## config.mk

```make
export PLATFORM = sky130hd
export DESIGN_NAME = qfn_ctrl
export DESIGN_NICKNAME = d
export VERILOG_FILES = /design/src/rtl/qfn_pkg.sv /design/src/rtl/qfn_ctrl.sv
export SDC_FILE = /design/constraint.sdc
export NUM_CORES = 1
export LEC_CHECK = 0
export ABC_AREA = 1
export BUFFER_PORTS_ARGS = -buffer_cell sky130_fd_sc_hd__buf_2
export CAP_MARGIN = 40
export CELL_PAD_IN_SITES_DETAIL_PLACEMENT = 0
export CELL_PAD_IN_SITES_GLOBAL_PLACEMENT = 2
export CORE_MARGIN = 2
export CORE_UTILIZATION = 30
export CTS_CLUSTER_SIZE = 30
export DETAILED_ROUTE_END_ITERATION = 16
export PLACE_DENSITY = 0.86
export RECOVER_POWER = 100
export SETUP_SLACK_MARGIN = 0.2
export SLEW_MARGIN = 5
export SYNTH_ARGS = -nofsm -noshare
export SYNTH_HDL_FRONTEND = slang
export SYNTH_SLANG_ARGS = --single-unit
```

## constraint.sdc

```tcl
create_clock -name clk_i -period 2 [get_ports clk_i]
set_clock_uncertainty 0.15 [all_clocks]
set_input_delay 0.4 -clock clk_i [delete_from_list [all_inputs] [get_ports clk_i]]
set_output_delay 0.4 -clock clk_i [all_outputs]
set_load 0.02 [all_outputs]
```

## src/rtl/qfn_pkg.sv

```systemverilog
`timescale 1ns / 1ps
package qfn_pkg;

  localparam int MaxQuads  = 4096;
  localparam int CountW    = 13;
  localparam int SlotW     = 12;
  localparam int DropW     = 16;
  localparam int CoordW    = 24;
  localparam int EdgeW     = CoordW + 1;
  localparam int ProdW     = 2 * EdgeW;
  localparam int CrossW    = ProdW + 1;
  localparam int MagW      = ProdW;
  localparam int HalfW     = MagW / 2;
  localparam int SqW       = 2 * MagW;
  localparam int SumW      = SqW + 2;
  localparam int RootW     = SumW / 2;
  localparam int RemW      = RootW + 1;
  localparam int DivRemW   = RootW + 1;
  localparam int QuotW     = 16;
  localparam int NormW     = 16;
  localparam int ThrW      = 32;
  localparam int StepW     = 6;
  localparam int RootSteps = RootW;
  localparam int DivSteps  = QuotW;
  localparam logic [NormW-1:0] Q14One = NormW'(16384);
  localparam logic [CountW-1:0] CapMax = CountW'(MaxQuads);

  localparam int AddrW = 4;
  localparam logic [1:0] RegCapacity  = 2'd0;
  localparam logic [1:0] RegEnable    = 2'd1;
  localparam logic [1:0] RegThreshold = 2'd2;
  localparam logic [1:0] RegTwoSided  = 2'd3;

  localparam logic OpAdd   = 1'b0;
  localparam logic OpClear = 1'b1;

  typedef struct packed {
    logic                     op;
    logic signed [CoordW-1:0] v0_x;
    logic signed [CoordW-1:0] v0_y;
    logic signed [CoordW-1:0] v0_z;
    logic signed [CoordW-1:0] v1_x;
    logic signed [CoordW-1:0] v1_y;
    logic signed [CoordW-1:0] v1_z;
    logic signed [CoordW-1:0] v2_x;
    logic signed [CoordW-1:0] v2_y;
    logic signed [CoordW-1:0] v2_z;
    logic [7:0]               palette_in;
    logic [7:0]               flags_in;
  } qfn_in_t;

  typedef struct packed {
    logic                    accepted;
    logic [SlotW-1:0]        slot;
    logic signed [NormW-1:0] normal_x;
    logic signed [NormW-1:0] normal_y;
    logic signed [NormW-1:0] normal_z;
    logic [7:0]              palette_out;
    logic [7:0]              flags_out;
    logic [DropW-1:0]        drop_count;
  } qfn_out_t;

  typedef struct packed {
    logic [CountW-1:0] capacity;
    logic              list_enabled;
    logic [ThrW-1:0]   threshold;
    logic [2:0]        two_sided_bit;
  } qfn_cfg_t;

  typedef enum logic [3:0] {
    DpNone,
    DpEdge,
    DpProd,
    DpCross,
    DpPart,
    DpSquare,
    DpSum,
    DpRoot,
    DpDivInit,
    DpDiv
  } qfn_dp_op_e;

  typedef struct packed {
    logic       take;
    qfn_dp_op_e op;
    logic       emit;
  } qfn_cmd_t;

  typedef struct packed {
    logic is_add;
  } qfn_status_t;

endpackage

```

## src/rtl/qfn_ctrl.sv

```systemverilog
`timescale 1ns / 1ps
module qfn_ctrl import qfn_pkg::*; (
  input  logic        clk_i,
  input  logic        rst_ni,
  input  logic        in_valid_i,
  output logic        in_ready_o,
  output logic        out_valid_o,
  input  logic        out_ready_i,
  input  qfn_status_t status_i,
  output qfn_cmd_t    cmd_o
);

  typedef enum logic [3:0] {
    StIdle, StEdge, StProd, StCross, StPart, StSquare, StSum,
    StRoot, StDivInit, StDiv, StFin
  } state_e;

  state_e           state_q;
  logic [StepW-1:0] step_q;
  logic             out_valid_q;
  logic             take;
  logic             emit;

  assign in_ready_o  = (state_q == StIdle);
  assign take        = in_ready_o & in_valid_i;
  assign emit        = (state_q == StFin) & (~out_valid_q | out_ready_i);
  assign out_valid_o = out_valid_q;

  always_comb begin
    cmd_o.take = take;
    cmd_o.emit = emit;
    unique case (state_q)
      StEdge:    cmd_o.op = DpEdge;
      StProd:    cmd_o.op = DpProd;
      StCross:   cmd_o.op = DpCross;
      StPart:    cmd_o.op = DpPart;
      StSquare:  cmd_o.op = DpSquare;
      StSum:     cmd_o.op = DpSum;
      StRoot:    cmd_o.op = DpRoot;
      StDivInit: cmd_o.op = DpDivInit;
      StDiv:     cmd_o.op = DpDiv;
      default:   cmd_o.op = DpNone;
    endcase
  end

  always_ff @(posedge clk_i or negedge rst_ni) begin
    if (!rst_ni) begin
      state_q     <= StIdle;
      step_q      <= '0;
      out_valid_q <= 1'b0;
    end else begin
      if (emit) begin
        out_valid_q <= 1'b1;
      end else if (out_ready_i) begin
        out_valid_q <= 1'b0;
      end
      unique case (state_q)
        StIdle: begin
          if (take) begin
            state_q <= status_i.is_add ? StEdge : StFin;
          end
        end
        StEdge:   state_q <= StProd;
        StProd:   state_q <= StCross;
        StCross:  state_q <= StPart;
        StPart:   state_q <= StSquare;
        StSquare: state_q <= StSum;
        StSum: begin
          state_q <= StRoot;
          step_q  <= StepW'(RootSteps - 1);
        end
        StRoot: begin
          step_q <= step_q - 1'b1;
          if (step_q == '0) begin
            state_q <= StDivInit;
          end
        end
        StDivInit: begin
          state_q <= StDiv;
          step_q  <= StepW'(DivSteps - 1);
        end
        StDiv: begin
          step_q <= step_q - 1'b1;
          if (step_q == '0) begin
            state_q <= StFin;
          end
        end
        StFin: begin
          if (emit) begin
            state_q <= StIdle;
          end
        end
        default: state_q <= StIdle;
      endcase
    end
  end

endmodule

```

== Word level (Yosys, flattened, before mapping) ==
Memories as Yosys holds them, arrays and structs flattened.
Index checks and enable logic that the tools add are counted.
Widths: inputs -> output; s select.

* Register bits: 11
* Bits in read-only memories: 64
* Bits of input ports: 5
* Output and inout port bits: 8
* Logic and storage cells: 38
* Memories: 1

{| class="wikitable"
|+ Memories
! name !! depth !! width !! rd ports !! clocked after Yosys merged registers in !! write ports !! RTL line !! text
|-
| (no name shown) || 16 || 4 || 1 || 0 || 0 || qfn_ctrl.sv:32 || <nowiki>unique case (state_q)</nowiki>
|}

* $add $sub $neg: 1
* Eq/ne operators: 14
* Mux-type cells: 9
* Bitwise operators: 4
* Reductions and logical operators: 6

{| class="wikitable"
|+ Operator list
! cell !! count
|-
| $pmux 4 s11 || 1
|-
| $mux 4 || 5
|-
| $pmux 6 s3 || 1
|-
| $eq 4x3->1 const B || 4
|-
| $eq 4x4->1 const B || 3
|-
| $eq 4x2->1 const B || 2
|-
| $logic_not 6->1 || 1
|-
| $ne 2x2->1 const B || 3
|-
| $sub 6x1->6 const B || 1
|-
| $eq 4x1->1 const B || 1
|-
| $logic_not 4->1 || 1
|-
| $reduce_and 4->1 || 1
|-
| $reduce_bool 3->1 || 1
|-
| $and 1x1->1 || 2
|-
| $mux 1 || 2
|-
| $ne 2x1->1 const B || 1
|-
| $reduce_bool 2->1 || 1
|-
| $reduce_or 2->1 || 1
|-
| $not 1->1 || 1
|-
| $or 1x1->1 || 1
|}

== Longest topological paths before layout ==
* Depth after elaboration: 5
* Gate-level depth with buffers: 9
* Gate-level depth less buffers: 9

== Least setup slack after synthesis ==
Ideal clock, no wire load.

* Path type: register -> output
* Start point: register state_q[2]
* End point: output cmd_o[1] in the netlist's numbering
* Arrival time: 1,012 ps
* Setup slack: 438 ps
* Stages on the path, launching flop included: 4
* Path through: dfrtp_1 -> nor2_1 -> inv_1 -> a21oi_1

{| class="wikitable"
|+ RTL lines
! item !! RTL line !! text
|-
| from (decl) || qfn_ctrl.sv:18 || <nowiki>state_e state_q;</nowiki>
|-
| from (signal assigned) || qfn_ctrl.sv:48 || <nowiki>state_q <= StIdle;</nowiki>
|-
| from (signal assigned) || qfn_ctrl.sv:60 || <nowiki>state_q <= status_i.is_add ? StEdge : StFin;</nowiki>
|-
| from (signal assigned) || qfn_ctrl.sv:63 || <nowiki>StEdge: state_q <= StProd;</nowiki>
|-
| to (decl) || qfn_ctrl.sv:10 || <nowiki>output qfn_cmd_t cmd_o</nowiki>
|}

==> out/metrics.cfg <==
[outcome]
status=completed

[critical_path]
crit_slowest_cell=dfrtp_1
startpoint=state_q[3]$_DFFE_PN0P_
ff2ff_path_depth=10
crit_fanout=7
crit_type=register to output port
arrival_ns=1.32
cp-endpoint=cmd_o[5]
r2r_start=state_q[1]$_DFFE_PN0P_
endpoint_kind=output port
r2r_slack_ns=0.29
critPathRequiredTime_ns=1.45
worst_path_largest_cell_delay_ns=0.48
crit_path_start_kind=register
timing.rr.end=state_q[3]$_DFFE_PN0P_
path_cells=inv_2 -> nand2_1 -> nor3_1 -> buf_2

[cts]
cts_tree=built
cts.reportedPaths.clkPinSlew_ns=0.07
cts.sinks=11
clockRootBuffer=clkbuf_4
clockBufferDepth=2
htree_levels=1
clk_latency_ns=0.27
cts_buffers=3

[sta]
min_period_ns=1.87
finalHoldViolCount=0
hold_ws_ns=0.194
setup_viol=0
slew_viol_final=0
period_share=0.933
fin_ws_ns=0.135
tightest_slew_ns=0.664
slew_headroom=0.557
setup_tns_ns=0
fmax_mhz=536
rsz0062_at_grt=yes

[yosys]
syn_nets=125
yosysWarnings=0
yosysTopAreaCell=dfrtp_1
ys_ff_latch=11
ys_seq_area_frac=0.345
synth_top_area_share=0.345
synth_cells=118
synth_area_leaders=dfrtp_1 (35%), nand2_1 (16%), nand3_1 (11%)
syn_avg_cell_area_sq_um=6.75
synth_area_sq_um=797
synth_cell_type_count=19

[placed_design]
portBuffers=12
place_congestion=0.778
pre_cts_slack_ns=0.346
dpl.hpwl_microns=1400

[layout]
nets=151
area_delta_synth_final_pct=25.9
drive_gt1_frac=0.259
utilization=0.401
n_antenna_cell=0

[drt]
drc=0
vias=828
wire_per_inst_microns=11.6
drtIter0Drc=18
ant_nets=0
first_pass_iters=4
vias_per_cell=4.79
wl_microns=2000

[global_routing]
grt_first_pass_wirelength_microns=3170
grt_pass1_vias=756
antenna_found_initial=0
grt-ovfl-total=0
track_usage=0.131
grt_max_degree=12

[power_and_ir_drop]
p_int_mw=0.304
power_frac_comb=0.028
sw_frac_of_total=0.214
pwr-share-clk=0.396
power_mw=0.386
switching_power_mw=0.0824
seqPwrFrac=0.576
cellLeakagePower_nw=0.513
power_density_nw_per_um2=385
vdd_drop_max_mv=0.412

[floorplan]
die_area_sq_um=3090
rows=18
die_h_microns=55.5
die_w_microns=55.5
start_util=0.319
ios=13
coreArea_sq_um=2500

[flow_run]
maxCapViolCount=0

[worst_hold_path]
min_path_type=primary input to register

[final cells by class]
cell class              instances  area, sq um
clock buffers                   4         26.3
multi-input cells              85          437
inverters                      19         71.3
flip-flops and latches         11          277
repair buffers                 24          155
well taps                      30         37.5
fillers                       275         1500
[what timing repair did]
action,in CTS,in global routing
hold endpoints to repair,11,0
setup buffers,9,2
resized for setup,8,12
hold buffers,1,0
endpoints found under the setup margin,5,7
gates cloned,0,0
pin swaps,2,2
[worst min path at each step]
stage / slack, ns / cells after the start / to / from
floorplan: -0.05 / 0 / out_valid_o$_DFFE_PN0P_ / rst_ni
global placement: 0.14 / 1 / step_q[5]$_DFFE_PN0P_ / rst_ni
detailed placement: 0.14 / 1 / step_q[4]$_DFFE_PN0P_ / rst_ni
CTS: 0.19 / 2 / out_valid_o$_DFFE_PN0P_ / out_ready_i
global route: 0.19 / 2 / out_valid_o$_DFFE_PN0P_ / out_ready_i
finish: 0.19 / 2 / out_valid_o$_DFFE_PN0P_ / out_ready_i
[layer usage]
metal  vias up  share of wire  global-route usage  routed length [microns]
met1       376           0.46               0.171                      913
li1        420              -                   -                        -
met4         0          0.026              0.0314                       53
met2        24           0.46               0.201                      912
met5         -              0                   0                        0
met3         8          0.061              0.0562                      122
[cell usage after synthesis (all sizes together)]
cell type	count
a21oi	3
buf	3
dfrtp	11
ha	2
inv	19
nand2	38
nand3	17
nand3b	1
nand4	3
nor2	15
nor3	1
o211ai	2
o21ai	2
xor2	1
[sequential cells by signal (all words and copies together), names as in the netlist]
signal,count
out_valid_o,1
state_q,4
step_q,6
[layout by cell type, fill, tap and decap left out]
cell type / instances
nand2_2: 3
nor3_1: 1
o21ai_0: 2
nor2_1: 11
inv_2: 5
nand3b_1: 1
nor2_2: 1
buf_2: 5
dfrtp_2: 1
dlygate4sd3_1: 1
dfrtp_1: 10
nand4_1: 3
nor2_4: 3
clkbuf_4: 3
a21oi_1: 3
nand3_1: 17
buf_4: 14
nand2_4: 2
inv_1: 14
clkbuf_1: 5
xor2_1: 1
ha_1: 2
o211ai_1: 2
nand2_1: 33
[critical path, delay by kind of cell, from the launching register on]
family                 cells  cell delay (ns)
buffers and inverters      2             0.30
DFF                        1             0.48
and+or+nand+nor            2             0.26
[power by group through the flow]
stage                     logic, mW  clock network, mW  registers [mW]
after floorplan            0.000887                  0           0.227
after global placement      0.00954                  0           0.227
after detailed placement    0.00988                  0           0.227
after CTS                    0.0113              0.164           0.222
after global routing         0.0126              0.175           0.222
final                        0.0108              0.153           0.222
[through the flow]
step                      std cells  area, sq um
final                           173         1000
after global routing            173         1000
after CTS                       171          982
after detailed placement        157          868
after global placement          157          868
after floorplan                 118          797
[cell families (layout without fill, tap and decap cells)]
group	after synthesis	count (layout)	share of synthesized area
flip-flops	11	11	0.345
adder cells (fa/ha/maj)	2	2	0.0314
buffers and inverters	22	47	0.122
XOR/XNOR	1	1	0.0110
AND/OR/NAND/NOR	75	75	0.440
AO/OA/AOI/OAI	7	7	0.0502
Power figures use the tool's default switching activity.
