## src/rtl/qfn_pkg.sv

```systemverilog
`timescale 1ns / 1ps
package qfn_pkg;

  localparam int MaxQuads  = 4096;
  localparam int CountW    = 13;
  localparam int SlotW     = 12;
  localparam int DropW     = 16;
  localparam int CoordW    = 24;
  localparam int EdgeW     = CoordW + 1;
  localparam int ProdW     = 2 * EdgeW;
  localparam int CrossW    = ProdW + 1;
  localparam int MagW      = ProdW;
  localparam int HalfW     = MagW / 2;
  localparam int SqW       = 2 * MagW;
  localparam int SumW      = SqW + 2;
  localparam int RootW     = SumW / 2;
  localparam int RemW      = RootW + 1;
  localparam int DivRemW   = RootW + 1;
  localparam int QuotW     = 16;
  localparam int NormW     = 16;
  localparam int ThrW      = 32;
  localparam int StepW     = 6;
  localparam int RootSteps = RootW;
  localparam int DivSteps  = QuotW;
  localparam logic [NormW-1:0] Q14One = NormW'(16384);
  localparam logic [CountW-1:0] CapMax = CountW'(MaxQuads);

  localparam int AddrW = 4;
  localparam logic [1:0] RegCapacity  = 2'd0;
  localparam logic [1:0] RegEnable    = 2'd1;
  localparam logic [1:0] RegThreshold = 2'd2;
  localparam logic [1:0] RegTwoSided  = 2'd3;

  localparam logic OpAdd   = 1'b0;
  localparam logic OpClear = 1'b1;

  typedef struct packed {
    logic                     op;
    logic signed [CoordW-1:0] v0_x;
    logic signed [CoordW-1:0] v0_y;
    logic signed [CoordW-1:0] v0_z;
    logic signed [CoordW-1:0] v1_x;
    logic signed [CoordW-1:0] v1_y;
    logic signed [CoordW-1:0] v1_z;
    logic signed [CoordW-1:0] v2_x;
    logic signed [CoordW-1:0] v2_y;
    logic signed [CoordW-1:0] v2_z;
    logic [7:0]               palette_in;
    logic [7:0]               flags_in;
  } qfn_in_t;

  typedef struct packed {
    logic                    accepted;
    logic [SlotW-1:0]        slot;
    logic signed [NormW-1:0] normal_x;
    logic signed [NormW-1:0] normal_y;
    logic signed [NormW-1:0] normal_z;
    logic [7:0]              palette_out;
    logic [7:0]              flags_out;
    logic [DropW-1:0]        drop_count;
  } qfn_out_t;

  typedef struct packed {
    logic [CountW-1:0] capacity;
    logic              list_enabled;
    logic [ThrW-1:0]   threshold;
    logic [2:0]        two_sided_bit;
  } qfn_cfg_t;

  typedef enum logic [3:0] {
    DpNone,
    DpEdge,
    DpProd,
    DpCross,
    DpPart,
    DpSquare,
    DpSum,
    DpRoot,
    DpDivInit,
    DpDiv
  } qfn_dp_op_e;

  typedef struct packed {
    logic       take;
    qfn_dp_op_e op;
    logic       emit;
  } qfn_cmd_t;

  typedef struct packed {
    logic is_add;
  } qfn_status_t;

endpackage

```

## src/rtl/qfn_cfg.sv

```systemverilog
`timescale 1ns / 1ps
module qfn_cfg import qfn_pkg::*; (
  input  logic             clk_i,
  input  logic             rst_ni,
  input  logic             psel,
  input  logic             penable,
  input  logic             pwrite,
  input  logic [AddrW-1:0] paddr,
  input  logic [31:0]      pwdata,
  output logic [31:0]      prdata,
  output logic             pready,
  output qfn_cfg_t         cfg_o
);

  qfn_cfg_t cfg_q;
  logic     wr;

  assign pready = 1'b1;
  assign wr     = psel & penable & pwrite;
  assign cfg_o  = cfg_q;

  always_ff @(posedge clk_i or negedge rst_ni) begin
    if (!rst_ni) begin
      cfg_q.capacity      <= CapMax;
      cfg_q.list_enabled  <= 1'b1;
      cfg_q.threshold     <= ThrW'(1);
      cfg_q.two_sided_bit <= 3'd0;
    end else if (wr) begin
      unique case (paddr[3:2])
        RegCapacity:  cfg_q.capacity      <= pwdata[CountW-1:0];
        RegEnable:    cfg_q.list_enabled  <= pwdata[0];
        RegThreshold: cfg_q.threshold     <= pwdata;
        RegTwoSided:  cfg_q.two_sided_bit <= pwdata[2:0];
        default: ;
      endcase
    end
  end

  always_comb begin
    unique case (paddr[3:2])
      RegCapacity:  prdata = 32'(cfg_q.capacity);
      RegEnable:    prdata = 32'(cfg_q.list_enabled);
      RegThreshold: prdata = cfg_q.threshold;
      RegTwoSided:  prdata = 32'(cfg_q.two_sided_bit);
      default:      prdata = '0;
    endcase
  end

endmodule

```

## config.mk

```make
export PLATFORM = sky130hd
export DESIGN_NAME = qfn_cfg
export DESIGN_NICKNAME = d
export VERILOG_FILES = /design/src/rtl/qfn_pkg.sv /design/src/rtl/qfn_cfg.sv
export SDC_FILE = /design/constraint.sdc
export NUM_CORES = 1
export LEC_CHECK = 0
export BUFFER_PORTS_ARGS = -buffer_cell sky130_fd_sc_hd__buf_2
export CORE_MARGIN = 1
export CORE_UTILIZATION = 44
export CTS_CLUSTER_SIZE = 40
export DETAILED_ROUTE_END_ITERATION = 8
export GPL_TIMING_DRIVEN = 0
export PLACE_DENSITY = 0.79
export SETUP_SLACK_MARGIN = 0.15
export SLEW_MARGIN = 30
export SYNTH_ARGS = -nofsm -noshare
export SYNTH_HDL_FRONTEND = slang
export SYNTH_SLANG_ARGS = --single-unit
export TNS_END_PERCENT = 5
```

## constraint.sdc

```tcl
create_clock -name clk_i -period 1.1 [get_ports clk_i]
set_clock_uncertainty 0.15 [all_clocks]
set_input_delay 0 -clock clk_i [delete_from_list [all_inputs] [get_ports clk_i]]
set_output_delay 0 -clock clk_i [all_outputs]
set_load 0.02 [all_outputs]
```

Word-level counts from Yosys, hierarchy flattened
Index checks and enable logic that the tools add are counted.
{"block": "totals", "inputBits": 41, "register_bits": 49}
{"block": "classes", "reduce_logical": 5, "mux": 1, "bitwise_logic": 2, "n_eq_ne": 3}
{"cell": "$pmux 32 s4", "n": 1}
{"cell": "$reduce_and 2->1", "n": 4}
{"cell": "$eq 2x2->1 const B", "n": 2}
{"cell": "$and 1x1->1", "n": 2}
{"cell": "$eq 2x1->1 const B", "n": 1}
{"cell": "$logic_not 2->1", "n": 1}

Logic depth before layout (Yosys ltp)
Gate-level depths: netlist of run 1.
{"block": "depth", "word_depth": 3, "ltp_mapped": 4, "mapped_depth_nobuf": 3}

Worst setup path after synthesis of run 1
Ideal clock, no wire load.
{"block": "synth_path", "path_type": "input -> register", "start": "input pwrite", "end": "register cfg_q (netlist bit cfg_o[10])", "setup_slack_ns": -0.091, "n_path_buf": 1, "t_arrival_ns": 0.916, "setup_ns": 0.125, "required_ns": 0.825, "stages": 4, "path_cell_list": "nand3_4 > nor3b_4 > buf_6 > mux2_2"}
{"block": "synth_via", "elab_chain_len": 2}
{"element": "start, declared", "line": "qfn_cfg.sv:7", "rtl": "input logic pwrite,"}
{"element": "$and 1x1->1", "line": "qfn_cfg.sv:19", "rtl": "assign wr = psel & penable & pwrite;"}
{"element": "$reduce_and 2->1 (no source line)"}
{"element": "end, declared", "line": "qfn_cfg.sv:15", "rtl": "qfn_cfg_t cfg_q;"}
Every way passes these cells.
A chain may end at the register's enable or synchronous reset.

Worst setup path in the final report of run 1
{"block": "layout_path", "start": "register cfg_q (netlist bit cfg_o[36])", "end": "output prdata[0]"}
{"block": "layout_via", "elab_chain_len": 1}
{"element": "$pmux 32 s4", "line": "qfn_cfg.sv:40", "rtl": "unique case (paddr[3:2])"}
{"element": "end, declared", "line": "qfn_cfg.sv:10", "rtl": "output logic [31:0] prdata,"}
Every way passes these cells.

==> results of run 1 <==
==> where the power goes <==
group | internal [µW] | switching (µW) | total, µW
registers | 2240 | 339 | 2580
logic | 1420 | 1330 | 2750
clock network | 569 | 574 | 1140
total | 4230 | 2250 | 6470
==> cells by family after synthesis <==
kind of cell,Yosys count
mux,62
simple gates,38
buf+inv,10
other cells,1
flops,49
compound gates,2
==> final cells by class <==
| type | count | area share, % |
|---|---|---|
| tap | 67 | 2.182 |
| timing repair buffer | 164 | 32.89 |
| clock inverter | 1 | 0.1303 |
| clock buffer | 7 | 2.507 |
| buffer | 10 | 2.898 |
| multi-input combinational | 103 | 27.39 |
| sequential | 49 | 32.01 |
==> routing by layer <==
layer	vias up	wire, µm
li1	899	-
met1	929	2654
met2	90	3144
met3	6	429
met4	0	56
met5	-	0
==> placed cells by master (no fill, tap or decap) <==
cell / instances
and2_1: 6
and2_4: 13
buf_12: 2
buf_2: 74
buf_4: 25
buf_6: 36
buf_8: 2
clkbuf_1: 1
clkbuf_4: 1
clkbuf_8: 7
clkinv_2: 1
conb_1: 1
dfrtp_1: 46
dfstp_2: 3
dlygate4sd3_1: 33
mux2_1: 4
mux2_2: 28
mux2_4: 17
mux2i_1: 12
mux4_2: 1
nand2_1: 1
nand3_1: 2
nand3_4: 1
nor2_1: 11
nor2b_4: 1
nor3_4: 1
nor3b_1: 1
nor3b_4: 1
o21ai_1: 2
==> stage by stage <==
stage | setup TNS, ns | cell area (µm²) | cells
floorplan | -3.579 | 2261 | 162
global placement | -19.78 | 2940 | 348
detailed placement | -19.70 | 2943 | 348
CTS | -3.560 | 3578 | 392
global route | -5.845 | 3842 | 401
finish | -3.103 | 3842 | 401
==> path summary, 6_finish.rpt <==
check	start	to	slack (ns)	cells after the start
setup reg to reg	cfg_o[36]	cfg_o[36]	0.03	2
max in group asynchronous	rst_ni	cfg_o[17]	0.28	2
setup / recovery	cfg_o[36]	prdata[0]	-0.37	2
hold reg to reg	cfg_o[5]	cfg_o[5]	0.37	1
hold / removal	paddr[2]	cfg_o[37]	-0.08	3
min in group asynchronous	rst_ni	cfg_o[28]	0.12	2
==> worst max-delay path, delay by kind of cell, from the launching register on <==
kind	cells	cell delay, ns
flops	1	0.40
mux	1	0.47
buf+inv	1	0.15
==> what timing repair did <==
| action | CTS | global route |
|---|---|---|
| resized for setup | 57 | 61 |
| buffers inserted | 3 | 9 |
| endpoints found under the hold margin | 98 | 3 |
| endpoints found under the setup margin | 121 | 126 |
| pin swaps | 0 | 1 |
==> results.txt, run 1 <==
Core area -> 0.004848 mm²
FF+latch area -> 0.001230 mm²
Synth warn -> 0
Hold Buf Count CTS -> 33
Worst setup EP type -> output port
Via/cell ratio -> 4.798
DP HPWL -> 3.471 mm
Distinct cells, synth -> 21
Crit Path Max Fanout -> 2
DRT antenna net count -> 0
Maximum VDD drop -> 0.001296 V
Ant diodes -> 0
Final-report hold violation count -> 3
Final setup viols -> 51
CTS root buf -> clkbuf_8
Largest net degree at the start of global routing -> 50
Crit-path max cell delay -> 0.47 ns
Number of clock sinks -> 49
GRT met2 Usage -> 38.02%
Row count -> 25
CTS H-tree depth -> 2
Setup ws final -> -0.3696 ns
CP required -> 0.95 ns
Total CTS buffers -> 5
Worst-path clk slew -> 0.08 ns
Mean Syn Cell Area -> 13.96 µm²
Rel. slew slack -> 59.57%
Hold Slack -> -0.07521 ns
Drt initial violations -> 49
Largest family of logic cells by synthesized area -> multiplexers
Status -> finished, violations left
Met1 Track Usage GR -> 27.56%
Async SR Flop Fraction -> 100.0%
Initial DRT Pass Iterations -> 4
Share of cells above drive strength 1 -> 64.07%
Worst-skew pair later-pin latency -> 0.30 ns
DRC viols -> 0
Yosys top cell area share -> 50.91%
Die W -> 73.68 µm
Most frequent cell after synthesis -> dfrtp_1
Tot Pwr -> 6474 µW
Die area -> 0.005429 mm²
Synth-to-layout area growth -> 69.95%
WS Path Type -> reg2out
Multi-input logic area -> 0.001052 mm²
Busiest grt layer -> met2
Critical-path cell list -> mux4_2, buf_6
Number of nets in the layout -> 374
I/O pins -> 123
Synth Area in Compound Gates -> 0.4427%
Starting density of the core -> 46.63%
Slew @ Worst Pin -> 0.6065 ns
IO buf count -> 119
Synth Flop Type -> dfrtp_1
TritonCTS clock tree -> done
Failing checks -> negative hold slack, negative setup slack
Startpoint types -> flop
First-pass GRT wire length -> 9.045 mm
Max Cap Viol -> 0
Residual overflow from global routing -> 0
WP data arrival -> 1.32 ns
CP max-delay cell -> mux4_2
Top post-synthesis cells by area -> dfrtp_1 51%, mux2_2 21%, mux2i_1 5.3%
Final worst-path cycle share -> 133.6%
Simple-Gate Fraction of Synth Area -> 10.74%
Pre-CTS setup slack -> -0.3603 ns
Mux cell area share after synthesis -> 30.71%
Drt total wl -> 6.285 mm
Clock Tree Buf Depth -> 2
GPL Wtd Cong -> 0.6710
Post-Synth XOR/XNOR Area -> 0%
RSZ-0062 raised after global routing -> yes
Post-layout min period -> 1.470 ns
Most area-hungry cell type in the Yosys netlist -> dfrtp_1
Met3 Usage GRT -> 6.447%
Cells after Synth -> 162
Number of global-route vias before repair -> 1866
Adder-Cell Fraction of Synth Area -> 0%
Die height -> 73.68 µm
Worst hold path class -> in2reg
Layout Utilization -> 79.25%
Max reg flops -> 49
Seq cells post-synth -> 49
Max Freq -> 0.6805 GHz
Power per Cell Area -> 1685 mW/mm²
Post-synthesis sequential area ratio -> 54.40%
Net Count, Synth -> 203
Via count -> 1924
Most instantiated cells after synthesis -> 46 x dfrtp_1, 43 x mux2_2, 19 x and2_1
Fillers -> 267
Avg WL per Cell -> 15.67 µm
Slew Limit Fails -> 0
Post-synth EDFFs -> 0
Static Leak -> 0.001938 µW
Mapped cell area -> 0.002261 mm²
Initial antenna violation count -> 0
GRT Util Overall -> 22.16%
No activity file was read; power rests on OpenSTA's default activity.
==> inputs of run 2 (changes only) <==
==> constraint.sdc (replaced) <==
create_clock -name clk_i -period 1.51 [get_ports clk_i]
set_clock_uncertainty 0.15 [all_clocks]
set_input_delay 0 -clock clk_i [delete_from_list [all_inputs] [get_ports clk_i]]
set_output_delay 0 -clock clk_i [all_outputs]
set_load 0.02 [all_outputs]
==> results.txt, run 2 (synthesis results as in run 1) <==
Status -> finished, violations left (unchanged)
Failing checks -> negative hold slack (was negative hold slack, negative setup slack)
First-pass GRT wire length -> 8.086 mm (was 9.045 mm)
RSZ-0062 raised after global routing -> yes (unchanged)
Clk pwr share -> 18.1% (was 17.7%)
P_int -> 2698 µW (was 4227 µW)
Post-layout min period -> 1.441 ns
Number of clock sinks -> 49 (unchanged)
Max reg flops -> 49 (unchanged)
Number of instances in the placed design -> 348 (unchanged)
Hold Slack -> -0.005485 ns (was -0.07521 ns)
Critical-path cell list -> mux4_2, buf_6 (unchanged)
Startpoint types -> flop (unchanged)
Starting density of the core -> 46.63% (unchanged)
Final-report hold violation count -> 1 (was 3)
CP max-delay cell -> mux4_2 (unchanged)
I/O pins -> 123 (unchanged)
Crit-path max cell delay -> 0.48 ns (was 0.47 ns)
Initial DRT Pass Iterations -> 4 (unchanged)
Total negative slack -> 0 ns (was -3.103 ns)
CTS H-tree depth -> 2 (unchanged)
Via/cell ratio -> 4.703 (was 4.798)
Synth-to-layout area growth -> 49.92% (was 69.95%)
Core area -> 0.004848 mm² (unchanged)
DRC viols -> 0 (unchanged)
Worst Path Buf+Inv -> 1 (unchanged)
Share of cells above drive strength 1 -> 57.41% (was 64.07%)
Maximum VDD drop -> 0.0008135 V (was 0.001296 V)
DRT antenna net count -> 0 (unchanged)
Avg WL per Cell -> 13.47 µm (was 15.67 µm)
Final Instance Count excl. Fillers -> 391 (was 401)
TritonCTS clock tree -> done (unchanged)
CTS root buf -> clkbuf_8 (unchanged)
Delay-heaviest family, CP -> multiplexers (unchanged)
Sequential power share -> 44.2% (was 39.9%)
Number of nets in the layout -> 364 (was 374)
Max Cap Viol -> 0 (unchanged)
Total CTS buffers -> 5 (unchanged)
WS Path Type -> reg2out (unchanged)
Final worst-path cycle share -> 95.45%
Worst hold path class -> in2reg (unchanged)
Residual overflow from global routing -> 0 (unchanged)
Worst-path clk slew -> 0.08 ns (about the same)
Static Leak -> 0.001745 µW (was 0.001938 µW)
Switch share -> 35.70% (was 34.72%)
Met3 Usage GRT -> 5.624% (was 6.447%)
Drt total wl -> 5.268 mm (was 6.285 mm)
GRT Util Overall -> 19.67% (was 22.16%)
Rel. slew slack -> 60.15% (was 59.57%)
Clock Tree Buf Depth -> 2 (unchanged)
WP data arrival -> 1.29 ns (was 1.32 ns)
Largest net degree at the start of global routing -> 50 (unchanged)
CP required -> 1.36 ns (was 0.95 ns)
Initial antenna violation count -> 0 (unchanged)
Crit Path Max Fanout -> 2 (unchanged)
Slew Limit Fails -> 0 (unchanged)
Drt initial violations -> 51 (was 49)
Row count -> 25 (unchanged)
Worst setup EP type -> output port (unchanged)
Power per Cell Area -> 1238 mW/mm² (was 1685 mW/mm²)
Most common cell after layout, fill and taps aside -> buf_2 (unchanged)
GPL Wtd Cong -> 0.7057 (was 0.6710)
Worst-skew pair later-pin latency -> 0.29 ns (was 0.30 ns)
IO buf count -> 119 (unchanged)
Hold Buf Count CTS -> 33 (unchanged)
Busiest grt layer -> met2 (unchanged)
Die W -> 73.68 µm (unchanged)
GRT met2 Usage -> 35.78% (was 38.02%)
Final setup viols -> 0 (was 51)
Die height -> 73.68 µm (unchanged)
Via count -> 1839 (was 1924)
Highest-count cells in the layout ignoring fill and taps -> 118 x buf_2, 46 x dfrtp_1, 43 x mux2_2 (was 74 x buf_2, 46 x dfrtp_1, 36 x buf_6)
Number of global-route vias before repair -> 1768 (was 1866)
Met1 Track Usage GR -> 22.52% (was 27.56%)
Ant diodes -> 0 (unchanged)
Comb pwr share -> 37.7% (was 42.5%)
Die area -> 0.005429 mm² (unchanged)
Switching power -> 1498 µW (was 2248 µW)
Slew @ Worst Pin -> 0.5977 ns (was 0.6065 ns)
Max Freq -> 0.6938 GHz
DP HPWL -> 3.578 mm (was 3.471 mm)
run 2: final cells by class:
class | count | area [µm²]
fill | 352 | 1459
multi-input combinational | 103 | 955.9
clock buffer | 8 | 90.09
tap | 67 | 83.83
sequential | 49 | 1230
timing repair buffer | 154 | 949.7
buffer | 10 | 80.08
run 2: stage by stage:
stage	total power [µW]	util [%]	setup slack, ns	instance area [µm²]
2_1_floorplan	2782	-	0.3195	2261
6_report	4196	69.91	0.06876	3390
3_3_place_gp	3322	60.65	0.03362	2940
3_5_place_dp	3359	60.70	0.03613	2943
5_1_grt	4430	69.91	0.02532	3390
4_1_cts	4225	69.81	0.05372	3385
run 2: power by group through the flow:
stage	Clock [µW]	Sequential, µW	Combinational, µW
2_1_floorplan	0	2230	550
3_5_place_dp	0	1880	1480
3_3_place_gp	0	1860	1460
6_report	761	1850	1580
5_1_grt	834	1900	1700
4_1_cts	792	1850	1580
run 2: path summary, 6_finish.rpt:
kind / cells after the start / endpoint / slack [ns] / startpoint
max: 2 / prdata[0] / 0.07 / cfg_o[0]
min: 3 / cfg_o[38] / -0.005 / paddr[2]
max reg2reg: 2 / cfg_o[36] / 0.48 / cfg_o[36]
min reg2reg: 1 / cfg_o[31] / 0.36 / cfg_o[31]
max in group asynchronous: 2 / cfg_o[15] / 0.70 / rst_ni
min in group asynchronous: 2 / cfg_o[12] / 0.11 / rst_ni
run 2: what timing repair did:
item / 4_1_cts / 5_1_grt
gates resized for setup: 2 / 1
gates cloned: 0 / 0
setup endpoints to repair: 11 / 12
setup buffers: 2 / 0
hold endpoints to repair: 98 / 3
run 2: per-layer routing:
layer  vias up  wire (µm)
met5         -          0
met4         0         42
met3         6        379
met2        97       2607
met1       853       2239
li1        883          -
run 2: tightest hold or removal path, cell delays in order:
cell and delay [ns]:
buf_2 0.12, nor3_4 0.06, mux2_2 0.21
==> inputs of run 3 (changes only) <==
--- a/config.mk
+++ b/config.mk
@@ -11,10 +11,10 @@
 export CTS_CLUSTER_SIZE = 40
 export DETAILED_ROUTE_END_ITERATION = 8
 export GPL_TIMING_DRIVEN = 0
+export HOLD_SLACK_MARGIN = 0.03
 export PLACE_DENSITY = 0.79
 export SETUP_SLACK_MARGIN = 0.15
 export SLEW_MARGIN = 30
 export SYNTH_ARGS = -nofsm -noshare
 export SYNTH_HDL_FRONTEND = slang
 export SYNTH_SLANG_ARGS = --single-unit
-export TNS_END_PERCENT = 5
==> constraint.sdc (replaced) <==
create_clock -name clk_i -period 1.51 [get_ports clk_i]
set_clock_uncertainty 0.15 [all_clocks]
set_input_delay 0 -clock clk_i [delete_from_list [all_inputs] [get_ports clk_i]]
set_output_delay 0 -clock clk_i [all_outputs]
set_load 0.01 [all_outputs]
==> results.txt, run 3 (synthesis results as in run 1) <==
Synth-to-layout area growth -> 49.97% (was 49.92%)
Die W -> 73.68 µm (unchanged)
Avg WL per Cell -> 13.47 µm (about the same)
Number of clock sinks -> 49 (unchanged)
RSZ-0062 raised after global routing -> yes (unchanged)
CTS H-tree depth -> 2 (unchanged)
Max Cap Viol -> 0 (unchanged)
TritonCTS clock tree -> done (unchanged)
Power per Cell Area -> 1143 mW/mm² (was 1238 mW/mm²)
Worst hold path class -> in2reg (unchanged)
Starting density of the core -> 46.63% (unchanged)
Residual overflow from global routing -> 0 (unchanged)
Worst-path clk slew -> 0.08 ns (about the same)
Final worst-path cycle share -> 94.73% (was 95.45%)
Share of cells above drive strength 1 -> 57.72% (was 57.41%)
Startpoint types -> flop (unchanged)
Via count -> 1839 (unchanged)
CP max-delay cell -> mux4_2 (unchanged)
DRT antenna net count -> 0 (unchanged)
Worst-skew pair later-pin latency -> 0.29 ns (about the same)
CTS root buf -> clkbuf_8 (unchanged)
GRT Util Overall -> 19.67% (unchanged)
Crit-path max cell delay -> 0.48 ns (about the same)
Critical-path cell list -> mux4_2, buf_6 (unchanged)
Initial antenna violation count -> 0 (unchanged)
I/O pins -> 123 (unchanged)
Via/cell ratio -> 4.703 (unchanged)
Worst setup EP type -> output port (unchanged)
R2R setup slack -> 0.48 ns (about the same)
Max Freq -> 0.6991 GHz (was 0.6938 GHz)
WS Path Type -> reg2out (unchanged)
Clock Tree Buf Depth -> 2 (unchanged)
Largest net degree at the start of global routing -> 50 (unchanged)
Status -> finished, violations left (unchanged)
Post-layout min period -> 1.430 ns (was 1.441 ns)
Number of nets in the layout -> 364 (unchanged)
First-pass GRT wire length -> 8.086 mm (unchanged)
Die height -> 73.68 µm (unchanged)
Total negative slack -> 0 ns (unchanged)
Hold Buf Count CTS -> 33 (unchanged)
Drt initial violations -> 51 (unchanged)
Core area -> 0.004848 mm² (unchanged)
DRC viols -> 0 (unchanged)
Slew @ Worst Pin -> 0.5979 ns (was 0.5977 ns)
Number of global-route vias before repair -> 1768 (unchanged)
WP data arrival -> 1.28 ns (was 1.29 ns)
Rel. slew slack -> 60.14% (was 60.15%)
IO buf count -> 119 (unchanged)
Drt total wl -> 5.265 mm (was 5.268 mm)
Failing checks -> negative hold slack (unchanged)
Initial DRT Pass Iterations -> 4 (unchanged)
Die area -> 0.005429 mm² (unchanged)
Final-report hold violation count -> 1 (unchanged)
Slew Limit Fails -> 0 (unchanged)
Final Instance Area -> 0.003391 mm² (was 0.003390 mm²)
Row count -> 25 (unchanged)
Tot Pwr -> 3875 µW (was 4196 µW)
Most common cell after layout, fill and taps aside -> buf_2 (unchanged)
Ant diodes -> 0 (unchanged)
Static Leak -> 0.001749 µW (was 0.001745 µW)
Final setup viols -> 0 (unchanged)
Crit Path Max Fanout -> 2 (unchanged)
CP required -> 1.36 ns (about the same)
Layout Utilization -> 69.94% (was 69.91%)
GPL Wtd Cong -> 0.7057 (unchanged)
Total CTS buffers -> 5 (unchanged)
Hold Slack -> -0.005485 ns (unchanged)
Highest-count cells in the layout ignoring fill and taps -> 118 x buf_2, 46 x dfrtp_1, 43 x mux2_2 (unchanged)
Placement Cell Area -> 0.002943 mm² (unchanged)
DP HPWL -> 3.578 mm (unchanged)
Maximum VDD drop -> 0.0007458 V (was 0.0008135 V)
Max reg flops -> 49 (unchanged)
==> run 3: critical path: cells and delay by family, from the launching register on <==
family                 cells  cell delay (ns)
multiplexers               1             0.48
flip-flops                 1             0.38
buffers and inverters      1             0.14
==> run 3: through the flow <==
stage	std cells	setup WS (ns)
2_1_floorplan	162	0.3195
3_3_place_gp	348	0.03362
3_5_place_dp	348	0.03613
4_1_cts	391	0.06797
5_1_grt	391	0.03560
6_report	391	0.07964
==> run 3: metal layers <==
metal  track usage (%)  share of wire [%]  vias to the layer above
li1                  -                  -                      884
met1             22.52                 42                      852
met2             35.78                 49                       97
met3             5.624                7.3                        6
met4             5.128               0.80                        0
met5                 0                  0                        -
==> run 3: repair_timing <==
action                                 in CTS  in global routing
setup endpoints to repair                   1                 11
gates resized for setup                     0                  4
buffers inserted                            2                  0
endpoints found under the hold margin      98                  3
==> run 3: area by class of cell <==
cell class,count,area (µm²)
Buffer,10,81.33
Clock buffer,8,90.09
Fill cell,351,1458
Multi-Input combinational cell,103,955.9
Sequential cell,49,1230
Tap cell,67,83.83
Timing Repair Buffer,154,949.7
==> run 3: final timing paths <==
| kind | startpoint | to | cells past startpoint |
|---|---|---|---|
| min in group asynchronous | rst_ni | cfg_o[12] | 2 |
| max in group asynchronous | rst_ni | cfg_o[15] | 2 |
| worst min register to register | cfg_o[31] | cfg_o[31] | 1 |
| worst min-delay path | paddr[2] | cfg_o[38] | 3 |
| worst max-delay path | cfg_o[0] | prdata[0] | 2 |
| worst max register to register | cfg_o[36] | cfg_o[36] | 2 |
==> run 3: power breakdown <==
group	leakage [µW]	switching [µW]	internal, µW	total (µW)
combinational	0.00111	574	688	1260
sequential	0.000596	220	1630	1850
clock	0.0000455	387	374	761
